File: src/rtl/sll_pkg.sv
// Shared types and constants for the static linked list engine.
package sll_pkg;

  localparam int DEPTH_DEF      = 1024;
  localparam int DATA_WIDTH_DEF = 32;

  // Field widths of the stream items.
  localparam int POS_W    = 10;
  localparam int VALUE_W  = 32;
  localparam int LEN_W    = 10;
  localparam int SLOT_W   = 10;
  localparam int STATUS_W = 2;

  // Packed tdata widths, padded to whole bytes.
  localparam int IN_TDATA_W  = 48;
  localparam int OUT_TDATA_W = 24;

  typedef enum logic {
    CMD_INSERT = 1'b0,
    CMD_DELETE = 1'b1
  } cmd_t;

  typedef enum logic [STATUS_W-1:0] {
    ST_DONE   = 2'd0,
    ST_RANGE  = 2'd1,
    ST_NOFREE = 2'd2
  } status_t;

  typedef enum logic [2:0] {
    S_CLEAR,
    S_IDLE,
    S_FREE_RD,
    S_WALK,
    S_VIC_RD,
    S_WR_A,
    S_WR_B,
    S_DONE
  } state_t;

  typedef struct packed {
    status_t           status;
    logic [LEN_W-1:0]  length;
    logic [SLOT_W-1:0] slot;
  } result_t;

endpackage

File: src/rtl/sll_ctrl.sv
// Sequencer: clearing pass, list walk and relinking over the link memory.
module sll_ctrl #(
  parameter int DEPTH      = sll_pkg::DEPTH_DEF,
  parameter int DATA_WIDTH = sll_pkg::DATA_WIDTH_DEF
) (
  input  logic                         clk,
  input  logic                         rst_n,
  // item side
  input  logic                         item_valid,
  output logic                         item_ready,
  input  logic                         item_cmd,
  input  logic [sll_pkg::POS_W-1:0]    item_pos,
  input  logic [sll_pkg::VALUE_W-1:0]  item_value,
  // result side
  output logic                         res_valid,
  input  logic                         res_ready,
  output sll_pkg::result_t             res,
  // link memory
  output logic [$clog2(DEPTH)-1:0]     lk_rd_addr,
  input  logic [$clog2(DEPTH)-1:0]     lk_rd_data,
  output logic                         lk_wr_en,
  output logic [$clog2(DEPTH)-1:0]     lk_wr_addr,
  output logic [$clog2(DEPTH)-1:0]     lk_wr_data,
  // data memory
  output logic                         dt_wr_en,
  output logic [$clog2(DEPTH)-1:0]     dt_wr_addr,
  output logic [DATA_WIDTH-1:0]        dt_wr_data
);

  localparam int AW   = $clog2(DEPTH);
  localparam int CMPW = ((AW > sll_pkg::POS_W) ? AW : sll_pkg::POS_W) + 1;
  localparam logic [AW-1:0] HEAD     = AW'(DEPTH - 1);
  localparam logic [AW-1:0] FREE_END = AW'(DEPTH - 2);

  sll_pkg::state_t           state_r, state_nxt;
  logic [AW-1:0]             clr_r, clr_nxt;
  logic [AW-1:0]             free_head_r, free_head_nxt;
  logic [AW-1:0]             count_r, count_nxt;
  logic                      cmd_r, cmd_nxt;
  logic [sll_pkg::POS_W-1:0] steps_r, steps_nxt;
  logic [AW-1:0]             cur_r, cur_nxt;
  logic [AW-1:0]             pn_r, pn_nxt;
  logic [AW-1:0]             fnext_r, fnext_nxt;
  logic [AW-1:0]             slot_r, slot_nxt;
  sll_pkg::status_t          status_r, status_nxt;

  logic [CMPW-1:0] pos_x, cnt_x;
  logic            ins_ok, del_ok;

  assign pos_x  = CMPW'(item_pos);
  assign cnt_x  = CMPW'(count_r);
  assign ins_ok = (item_pos != '0) && (pos_x <= cnt_x + CMPW'(1));
  assign del_ok = (item_pos != '0) && (pos_x <= cnt_x);

  always_ff @(posedge clk) begin
    if (!rst_n) begin
      state_r     <= sll_pkg::S_CLEAR;
      clr_r       <= '0;
      free_head_r <= AW'(1);
      count_r     <= '0;
    end else begin
      state_r     <= state_nxt;
      clr_r       <= clr_nxt;
      free_head_r <= free_head_nxt;
      count_r     <= count_nxt;
    end
  end

  always_ff @(posedge clk) begin
    cmd_r    <= cmd_nxt;
    steps_r  <= steps_nxt;
    cur_r    <= cur_nxt;
    pn_r     <= pn_nxt;
    fnext_r  <= fnext_nxt;
    slot_r   <= slot_nxt;
    status_r <= status_nxt;
  end

  always_comb begin
    state_nxt     = state_r;
    clr_nxt       = clr_r;
    free_head_nxt = free_head_r;
    count_nxt     = count_r;
    cmd_nxt       = cmd_r;
    steps_nxt     = steps_r;
    cur_nxt       = cur_r;
    pn_nxt        = pn_r;
    fnext_nxt     = fnext_r;
    slot_nxt      = slot_r;
    status_nxt    = status_r;
    item_ready    = 1'b0;
    res_valid     = 1'b0;
    lk_rd_addr    = cur_r;
    lk_wr_en      = 1'b0;
    lk_wr_addr    = cur_r;
    lk_wr_data    = free_head_r;
    dt_wr_en      = 1'b0;
    dt_wr_addr    = free_head_r;
    dt_wr_data    = DATA_WIDTH'(item_value);

    unique case (state_r)
      sll_pkg::S_CLEAR: begin
        // Link every slot to the next; close the free chain and the data list.
        lk_wr_en   = 1'b1;
        lk_wr_addr = clr_r;
        lk_wr_data = (clr_r == FREE_END || clr_r == HEAD) ? '0 : clr_r + AW'(1);
        clr_nxt    = clr_r + AW'(1);
        if (clr_r == HEAD) begin
          state_nxt = sll_pkg::S_IDLE;
        end
      end
      sll_pkg::S_IDLE: begin
        item_ready = 1'b1;
        if (item_valid) begin
          cmd_nxt    = item_cmd;
          steps_nxt  = item_pos - sll_pkg::POS_W'(1);
          slot_nxt   = '0;
          status_nxt = sll_pkg::ST_DONE;
          if (item_cmd == sll_pkg::CMD_INSERT) begin
            if (!ins_ok) begin
              status_nxt = sll_pkg::ST_RANGE;
              state_nxt  = sll_pkg::S_DONE;
            end else if (free_head_r == '0) begin
              status_nxt = sll_pkg::ST_NOFREE;
              state_nxt  = sll_pkg::S_DONE;
            end else begin
              // Store the value now; fetch the link of the fresh slot.
              dt_wr_en   = 1'b1;
              lk_rd_addr = free_head_r;
              state_nxt  = sll_pkg::S_FREE_RD;
            end
          end else begin
            if (!del_ok) begin
              status_nxt = sll_pkg::ST_RANGE;
              state_nxt  = sll_pkg::S_DONE;
            end else begin
              lk_rd_addr = HEAD;
              cur_nxt    = HEAD;
              state_nxt  = sll_pkg::S_WALK;
            end
          end
        end
      end
      sll_pkg::S_FREE_RD: begin
        fnext_nxt  = lk_rd_data;
        lk_rd_addr = HEAD;
        cur_nxt    = HEAD;
        state_nxt  = sll_pkg::S_WALK;
      end
      sll_pkg::S_WALK: begin
        // One link a cycle; the read data addresses the next read directly.
        if (steps_r == '0) begin
          pn_nxt = lk_rd_data;
          if (cmd_r == sll_pkg::CMD_INSERT) begin
            state_nxt = sll_pkg::S_WR_A;
          end else begin
            lk_rd_addr = lk_rd_data;
            state_nxt  = sll_pkg::S_VIC_RD;
          end
        end else begin
          cur_nxt    = lk_rd_data;
          lk_rd_addr = lk_rd_data;
          steps_nxt  = steps_r - sll_pkg::POS_W'(1);
        end
      end
      sll_pkg::S_VIC_RD: begin
        // Unlink: predecessor takes the victim's successor.
        lk_wr_en   = 1'b1;
        lk_wr_addr = cur_r;
        lk_wr_data = lk_rd_data;
        state_nxt  = sll_pkg::S_WR_B;
      end
      sll_pkg::S_WR_A: begin
        lk_wr_en   = 1'b1;
        lk_wr_addr = free_head_r;
        lk_wr_data = pn_r;
        state_nxt  = sll_pkg::S_WR_B;
      end
      sll_pkg::S_WR_B: begin
        lk_wr_en   = 1'b1;
        lk_wr_data = free_head_r;
        if (cmd_r == sll_pkg::CMD_INSERT) begin
          lk_wr_addr    = cur_r;
          slot_nxt      = free_head_r;
          free_head_nxt = fnext_r;
          count_nxt     = count_r + AW'(1);
        end else begin
          // Push the victim onto the free chain.
          lk_wr_addr    = pn_r;
          slot_nxt      = pn_r;
          free_head_nxt = pn_r;
          count_nxt     = count_r - AW'(1);
        end
        state_nxt = sll_pkg::S_DONE;
      end
      sll_pkg::S_DONE: begin
        res_valid = 1'b1;
        if (res_ready) begin
          state_nxt = sll_pkg::S_IDLE;
        end
      end
      default: begin
        state_nxt = sll_pkg::S_IDLE;
      end
    endcase
  end

  assign res.status = status_r;
  assign res.length = sll_pkg::LEN_W'(count_r);
  assign res.slot   = sll_pkg::SLOT_W'(slot_r);

endmodule

File: config.mk
export PLATFORM = sky130hd
export DESIGN_NAME = sll_ctrl
export DESIGN_NICKNAME = d
export VERILOG_FILES = /design/src/rtl/sll_pkg.sv /design/src/rtl/sll_ctrl.sv
export SDC_FILE = /design/constraint.sdc
export NUM_CORES = 1
export LEC_CHECK = 0
export BUFFER_PORTS_ARGS = -buffer_cell sky130_fd_sc_hd__buf_2
export CAP_MARGIN = 30
export CORE_MARGIN = 3
export CORE_UTILIZATION = 50
export CTS_CLUSTER_SIZE = 28
export DETAILED_ROUTE_END_ITERATION = 16
export PLACE_DENSITY = 0.78
export RECOVER_POWER = 25
export SLEW_MARGIN = 40
export SYNTH_ARGS = -nofsm -noshare
export SYNTH_HDL_FRONTEND = slang
export SYNTH_SLANG_ARGS = --single-unit
export TNS_END_PERCENT = 1
File: constraint.sdc
create_clock -name clk -period 2.8 [get_ports clk]
set_clock_uncertainty 0.15 [all_clocks]
set_input_delay 0.28 -clock clk [delete_from_list [all_inputs] [get_ports clk]]
set_output_delay 0.28 -clock clk [all_outputs]
set_load 0.02 [all_outputs]
==> metrics.md, run 1 <==
| Metric | Value |
|---|---|
| Ys Warns | `0` |
| Initial Util | `0.5205` |
| Die Width | `118.8 um` |
| Vias per Instance | `6.277` |
| TNS Setup | `-9.100 ns` |
| Worst setup path class | `reg -> out` |
| Nets | `between 800 and 900` |
| Core area | `12,210 sq um` |
| Initial antenna violation count | `0` |
| Layout cell share with drive strength beyond 1 | `0.2605` |
| Io pins | `155` |
| Vias in the first global route | `5,962` |
| Worst hold path type | `in -> reg` |
| Number of synthesized flops with an enable pin | `53` |
| Critical Path RT | `2.37 ns` |
| Final min period | `3.676 ns` |
| Gr ovfl total | `0` |
| Hold-fix buffers, CTS | `0` |
| P&R area growth vs syn | `19.11%` |
| Most frequent cells in the layout | `buf_2, buf_4, nand2_1` |
| CTS tree | `done` |
| Total wire length | `19,820 um` |
| PD cells | `372.6 nW/um^2` |
| Crit start category | `register` |
| Area of the multi-input gates | `3677 sq um` |
| Syn_nets | `794` |
| Status | `complete, but fails checks` |
| Achievable frequency | `272.0 MHz` |
| Worst slew pin tran | `0.6707 ns` |
| RSZ-0062 raised after global routing | `true` |
| Post-route antenna net violation count | `0` |
| Clock tree buffer depth | `2` |
| CP arrival | `roughly 3.3 ns` |
| Max-slew headroom | `0.5529` |
| Dpl hpwl | `between 15,000 and 20,000 um` |
| Post-Place Cells | `around 960` |
| Predominant post-synthesis flop cell | `edfxtp_1` |
| Max Cap Viol | `0` |
| Largest cells by area after synthesis | `edfxtp_1, dfxtp_1, ha_1` |
| CTS buffer count | `9` |
| WHS | `between 0.1 and 0.15 ns` |
| CP endpoint kind | `output port` |
| Syn avg cell area | `9.029 sq um` |
| Clk slew on worst S/H paths | `around 0.07 ns` |
| Dpl ws | `-0.5138 ns` |
| DRC violations left | `0` |
| Commonest non-fill, non-tap cell in the layout | `buf_2` |
| H-tree depth | `3` |
| Crit path setup slack, layout | `-0.8758 ns` |
| VDD IR max | `~0.47 mV` |
| Initial drt markers | `566` |
| Die H | `between 100 and 150 um` |
| Sequential element share of the synthesized area | `0.3543` |
| Pleak | `3.156 nW` |
| Via count | `6,114` |
| R2R Setup Slk | `-0.17 ns` |
| Syn Std Cell Area | `6356 sq um` |
| Worst skew pair latency | `0.35 ns` |
| Mapped Cells | `~700` |
| Post-synth ARST share | `0` |
| Post-synth top area share | `0.2504` |
| Failing checks | `negative setup slack` |
| FF+latch count, synth | `86` |
| Setup Viol. Count Final | `13` |
| Fill cells | `1,038` |
| Worst-path fanout max | `4` |
| Post-Route Utilization | `0.6200` |
| Final Hold Fails | `0` |
| Crit share post-route | `1.313` |
| Clock Sinks | `86` |
| Root Buffer | `clkbuf_16` |
| FF+latch area | `2270 sq um` |
| Gr usage total | `0.2774` |
| FP Rows | `40` |
| Fin. max-slew vios | `0` |
| Largest net degree at the start of global routing | `44` |
| Die Area | `around 14,000 sq um` |
| Yosys top cell by area | `edfxtp_1` |
| Number of port buffers | `90` |
| First-pass GRT wire length | `31,240 um` |
| Post-synthesis cell type count | `68` |
| 1st-pass router iterations | `6` |
| Final cell count without fillers | `just under 1,000` |
| GPL Wtd Cong | `0.9503` |
| # diodes | `0` |
| Routed length per instance | `20.35 um` |
cells by family (layout without fill, tap and decap cells):
kind of cell	Yosys count	count (layout)	share of synthesized area
xor gates and xnor gates	33	33	0.04547
AOI/OAI and AO/OA	188	188	0.2219
buffers and inverters	100	202	0.08405
adders and majority gates	33	33	0.06614
muxes	32	32	0.05039
and+or+nand+nor	232	232	0.1778
DFF	86	86	0.3543
routing by layer:
layer  vias to the layer above  GRT usage  wire length [um]
met4                         0    0.09486               491
met2                       339     0.4362              8996
met5                         -          0                 0
met1                      2937     0.3723              8171
li1                       2786          -                 -
met3                        52    0.06986              2164
cells in the mapped netlist, drive strengths merged, types with 14 or more instances:
library cell  instances
nor3                 15
mux2i                32
clkbuf               23
ha                   32
edfxtp               53
o21a                 14
xnor2                23
nand4                14
nor2                 50
dfxtp                33
a21oi                23
o21ai                34
nand3                27
inv                  24
nand2                63
buf                  53
critical path: stages, from the launching register on:
cell and delay, ns:
dfxtp_4 0.34, and4_4 0.25, nand4_1 0.11, xnor2_1 0.16
ha_1 0.32, a21o_1 0.16, a211o_1 0.27, a211oi_2 0.28
o21a_1 0.25, nand2_1 0.09, and3_1 0.18, o32a_1 0.35
buf_6 0.14
state kept, by name, indices dropped and copies added, names as in the netlist:
| name | flops |
|---|---|
| pn_r | 10 |
| steps_r | 10 |
| cmd_r | 1 |
| status_r | 2 |
| clr_r | 10 |
| cur_r | 10 |
| slot_r | 10 |
| count_r | 10 |
| state_r | 3 |
| fnext_r | 10 |
| dt_wr_addr | 10 |
worst paths after layout:
kind	from	endpoint	depth (start not counted)
setup / recovery	count_r[2]	lk_rd_addr[5]	12
hold / removal	res_ready	state_r[2]	4
setup reg to reg	count_r[2]	state_r[0]	11
hold reg to reg	clr_r[6]	clr_r[6]	2
area by class of cell:
class | count | area share
clock buffer | 11 | 0.03487
sequential | 86 | 0.2998
inverter | 24 | 0.01190
clock inverter | 5 | 0.005784
tap | 168 | 0.02776
multi-input combinational | 518 | 0.4857
timing repair buffer | 162 | 0.1342
report_power, final:
part	switching (mW)	total (mW)	leakage, nW	internal (mW)
clock network	0.548	1.24	0.153	0.696
logic	0.139	0.232	2.28	0.0927
registers	0.00619	1.34	0.725	1.34
stage by stage:
step           area [sq um]  total power, mW
2_1_floorplan          6397            1.561
3_3_place_gp           7149            1.584
3_5_place_dp           7149            1.592
4_1_cts                7508            2.823
5_1_grt                7571            2.897
6_report               7571            2.821
repair_timing:
| action | in CTS | in global routing |
|---|---|---|
| setup endpoints to repair | 20 | 32 |
| setup buffers | 0 | 2 |
| pin swaps | 0 | 19 |
| gates cloned | 0 | 0 |
| resized for setup | 12 | 18 |
(Power assumes the default switching activity.)
==> run 2: changes to the inputs <==
--- a/config.mk
+++ b/config.mk
@@ -7,6 +7,7 @@
 export LEC_CHECK = 0
 export BUFFER_PORTS_ARGS = -buffer_cell sky130_fd_sc_hd__buf_2
 export CAP_MARGIN = 30
+export CORE_ASPECT_RATIO = 1.1
 export CORE_MARGIN = 3
 export CORE_UTILIZATION = 50
 export CTS_CLUSTER_SIZE = 28
==> metrics.md, run 2 (synthesis results as in run 1) <==
| Metric | Value |
|---|---|
| Worst setup path class | `reg -> out` |
| Gr usage total | `0.2762` |
| Reg2reg path depth | `12` |
| Die Width | `approximately 110 um` |
| Worst-path fanout max | `5` |
| Setup Viol. Count Final | `13` |
| Final Hold Fails | `0` |
| Status | `complete, but fails checks` |
| Commonest non-fill, non-tap cell in the layout | `buf_4` |
| Worst hold path type | `in -> reg` |
| Worst skew pair latency | `between 0.3 and 0.4 ns` |
| GRT Max-Usage Layer | `met2` |
| Io pins | `155` |
| Worst stage delay on the critical path | `0.37 ns` |
| CP endpoint kind | `output port` |
| Most frequent cells in the layout | `buf_4, buf_2, nand2_1` |
| Worst slew pin tran | `0.6891 ns` |
| Max Cap Viol | `0` |
| Dpl hpwl | `between 10,000 and 15,000 um` |
| Grt met1 use | `0.3821` |
| CTS buffer count | `9` |
| Fin. max-slew vios | `0` |
| Clock Sinks | `86` |
| Clk slew on worst S/H paths | `roughly 0.07 ns` |
| Post-route antenna net violation count | `0` |
| Failing checks | `negative setup slack` |
| Pleak | `3.195 nW` |
| Largest net degree at the start of global routing | `44` |
| GPL Wtd Cong | `just over 0.9` |
| Die Area | `14,100 sq um` |
| RSZ-0062 raised after global routing | `true` |
| Layout cell share with drive strength beyond 1 | `0.2626` |
| Final min period | `~3.7 ns` |
| Vias in the first global route | `5,879` |
| P&R area growth vs syn | `19.78%` |
| Hold path depth | `1` |
| Grt met3 use | `0.04810` |
| PD cells | `355.8 nW/um^2` |
| H-tree depth | `3` |
| Vias per Instance | `approximately 6.2` |
| Crit start category | `register` |
| Max-slew headroom | `0.5406` |
| Total wire length | `19,660 um` |
| Achievable frequency | `272.7 MHz` |
| Post-Route Utilization | `0.6218` |
| FP Rows | `42` |
| 1st-pass router iterations | `5` |
| Nets | `900` |
| Via count | `6,021` |
| First-pass GRT wire length | `31,160 um` |
| VDD IR max | `0.3524 mV` |
| Crit share post-route | `1.310` |
| Slowest stage cell, crit path | `o32a_1` |
| Critical Path RT | `around 2.4 ns` |
| Clock tree buffer depth | `2` |
| CTS tree | `done` |
| Initial antenna violation count | `0` |
| CP arrival | `3.24 ns` |
| M2 GR Usage | `0.4198` |
| Total Power | `2.709 mW` |
| Crit path setup slack, layout | `-0.8666 ns` |
| Die H | `124.3 um` |
| CP cell instances | `and4_4 -> buf_4 -> nand4_1 -> xnor2_1 -> ha_1 -> a211o_1 -> a211oi_2 -> o21a_2 -> nand2_2 -> and3_1 -> o32a_1 -> buf_6` |
| Number of port buffers | `90` |
| Core area | `12,240 sq um` |
| Initial drt markers | `a little under 500` |
| Routed length per instance | `20.29 um` |
| Gr ovfl total | `0` |
| DRC violations left | `0` |
| Initial Util | `0.5191` |
| Root Buffer | `clkbuf_16` |
| # diodes | `0` |
==> run 2: worst paths after layout <==
path / from / to / slack [ns]
max: count_r[5] / lk_rd_addr[5] / -0.87
min: lk_rd_data[3] / fnext_r[3] / 0.11
max reg2reg: count_r[5] / state_r[0] / -0.16
min reg2reg: fnext_r[0] / dt_wr_addr[0] / 0.41
==> run 2: cell type report <==
type | count | area (sq um)
Clock inverter | 6 | 47.55
Sequential cell | 86 | 2270
Timing Repair Buffer | 171 | 1127
Clock buffer | 10 | 229.0
Inverter | 24 | 90.09
Multi-Input combinational cell | 518 | 3657
Fill cell | 1056 | 4631
Tap cell | 154 | 192.7
==> run 2: worst max-delay path, delay by kind of cell, from the launching register on <==
kind,cells,cell delay (ns)
compound gates,4,1.20
flops,1,0.34
simple gates,4,0.62
fa+ha+maj,1,0.31
buf+inv,2,0.27
xor+xnor,1,0.16
==> run 2: through the flow <==
step	instance area (sq um)	instances	worst slack [ns]	setup TNS (ns)	hold slack (ns)
2_1_floorplan	6397	704	-0.2743	-2.444	0.2289
3_3_place_gp	7212	951	-0.3992	-3.783	0.3781
3_5_place_dp	7212	951	-0.4753	-4.452	0.3897
4_1_cts	7523	967	-0.8241	-8.539	0.02114
5_1_grt	7614	969	-0.9936	-10.69	0.1061
6_report	7614	969	-0.8666	-8.658	0.1136
==> run 2: where the power goes <==
group | total (mW) | switching (mW) | internal (mW)
clock network | 1.12 | 0.515 | 0.607
logic | 0.241 | 0.140 | 0.100
registers | 1.35 | 0.00721 | 1.34
total | 2.71 | 0.663 | 2.05
==> run 2: per-layer routing <==
metal | wire length (um) | up-vias
li1 | - | 2814
met1 | 8455 | 2885
met2 | 9052 | 273
met3 | 1532 | 49
met4 | 622 | 0
met5 | 0 | -
==> run 2: timing repair <==
| item | CTS | global route |
|---|---|---|
| resized for setup | 11 | 27 |
| pin swaps | 1 | 17 |
| setup buffers | 0 | 2 |
| endpoints found under the hold margin | 0 | 0 |
| hold buffers | 0 | 0 |
| setup endpoints to repair | 13 | 31 |
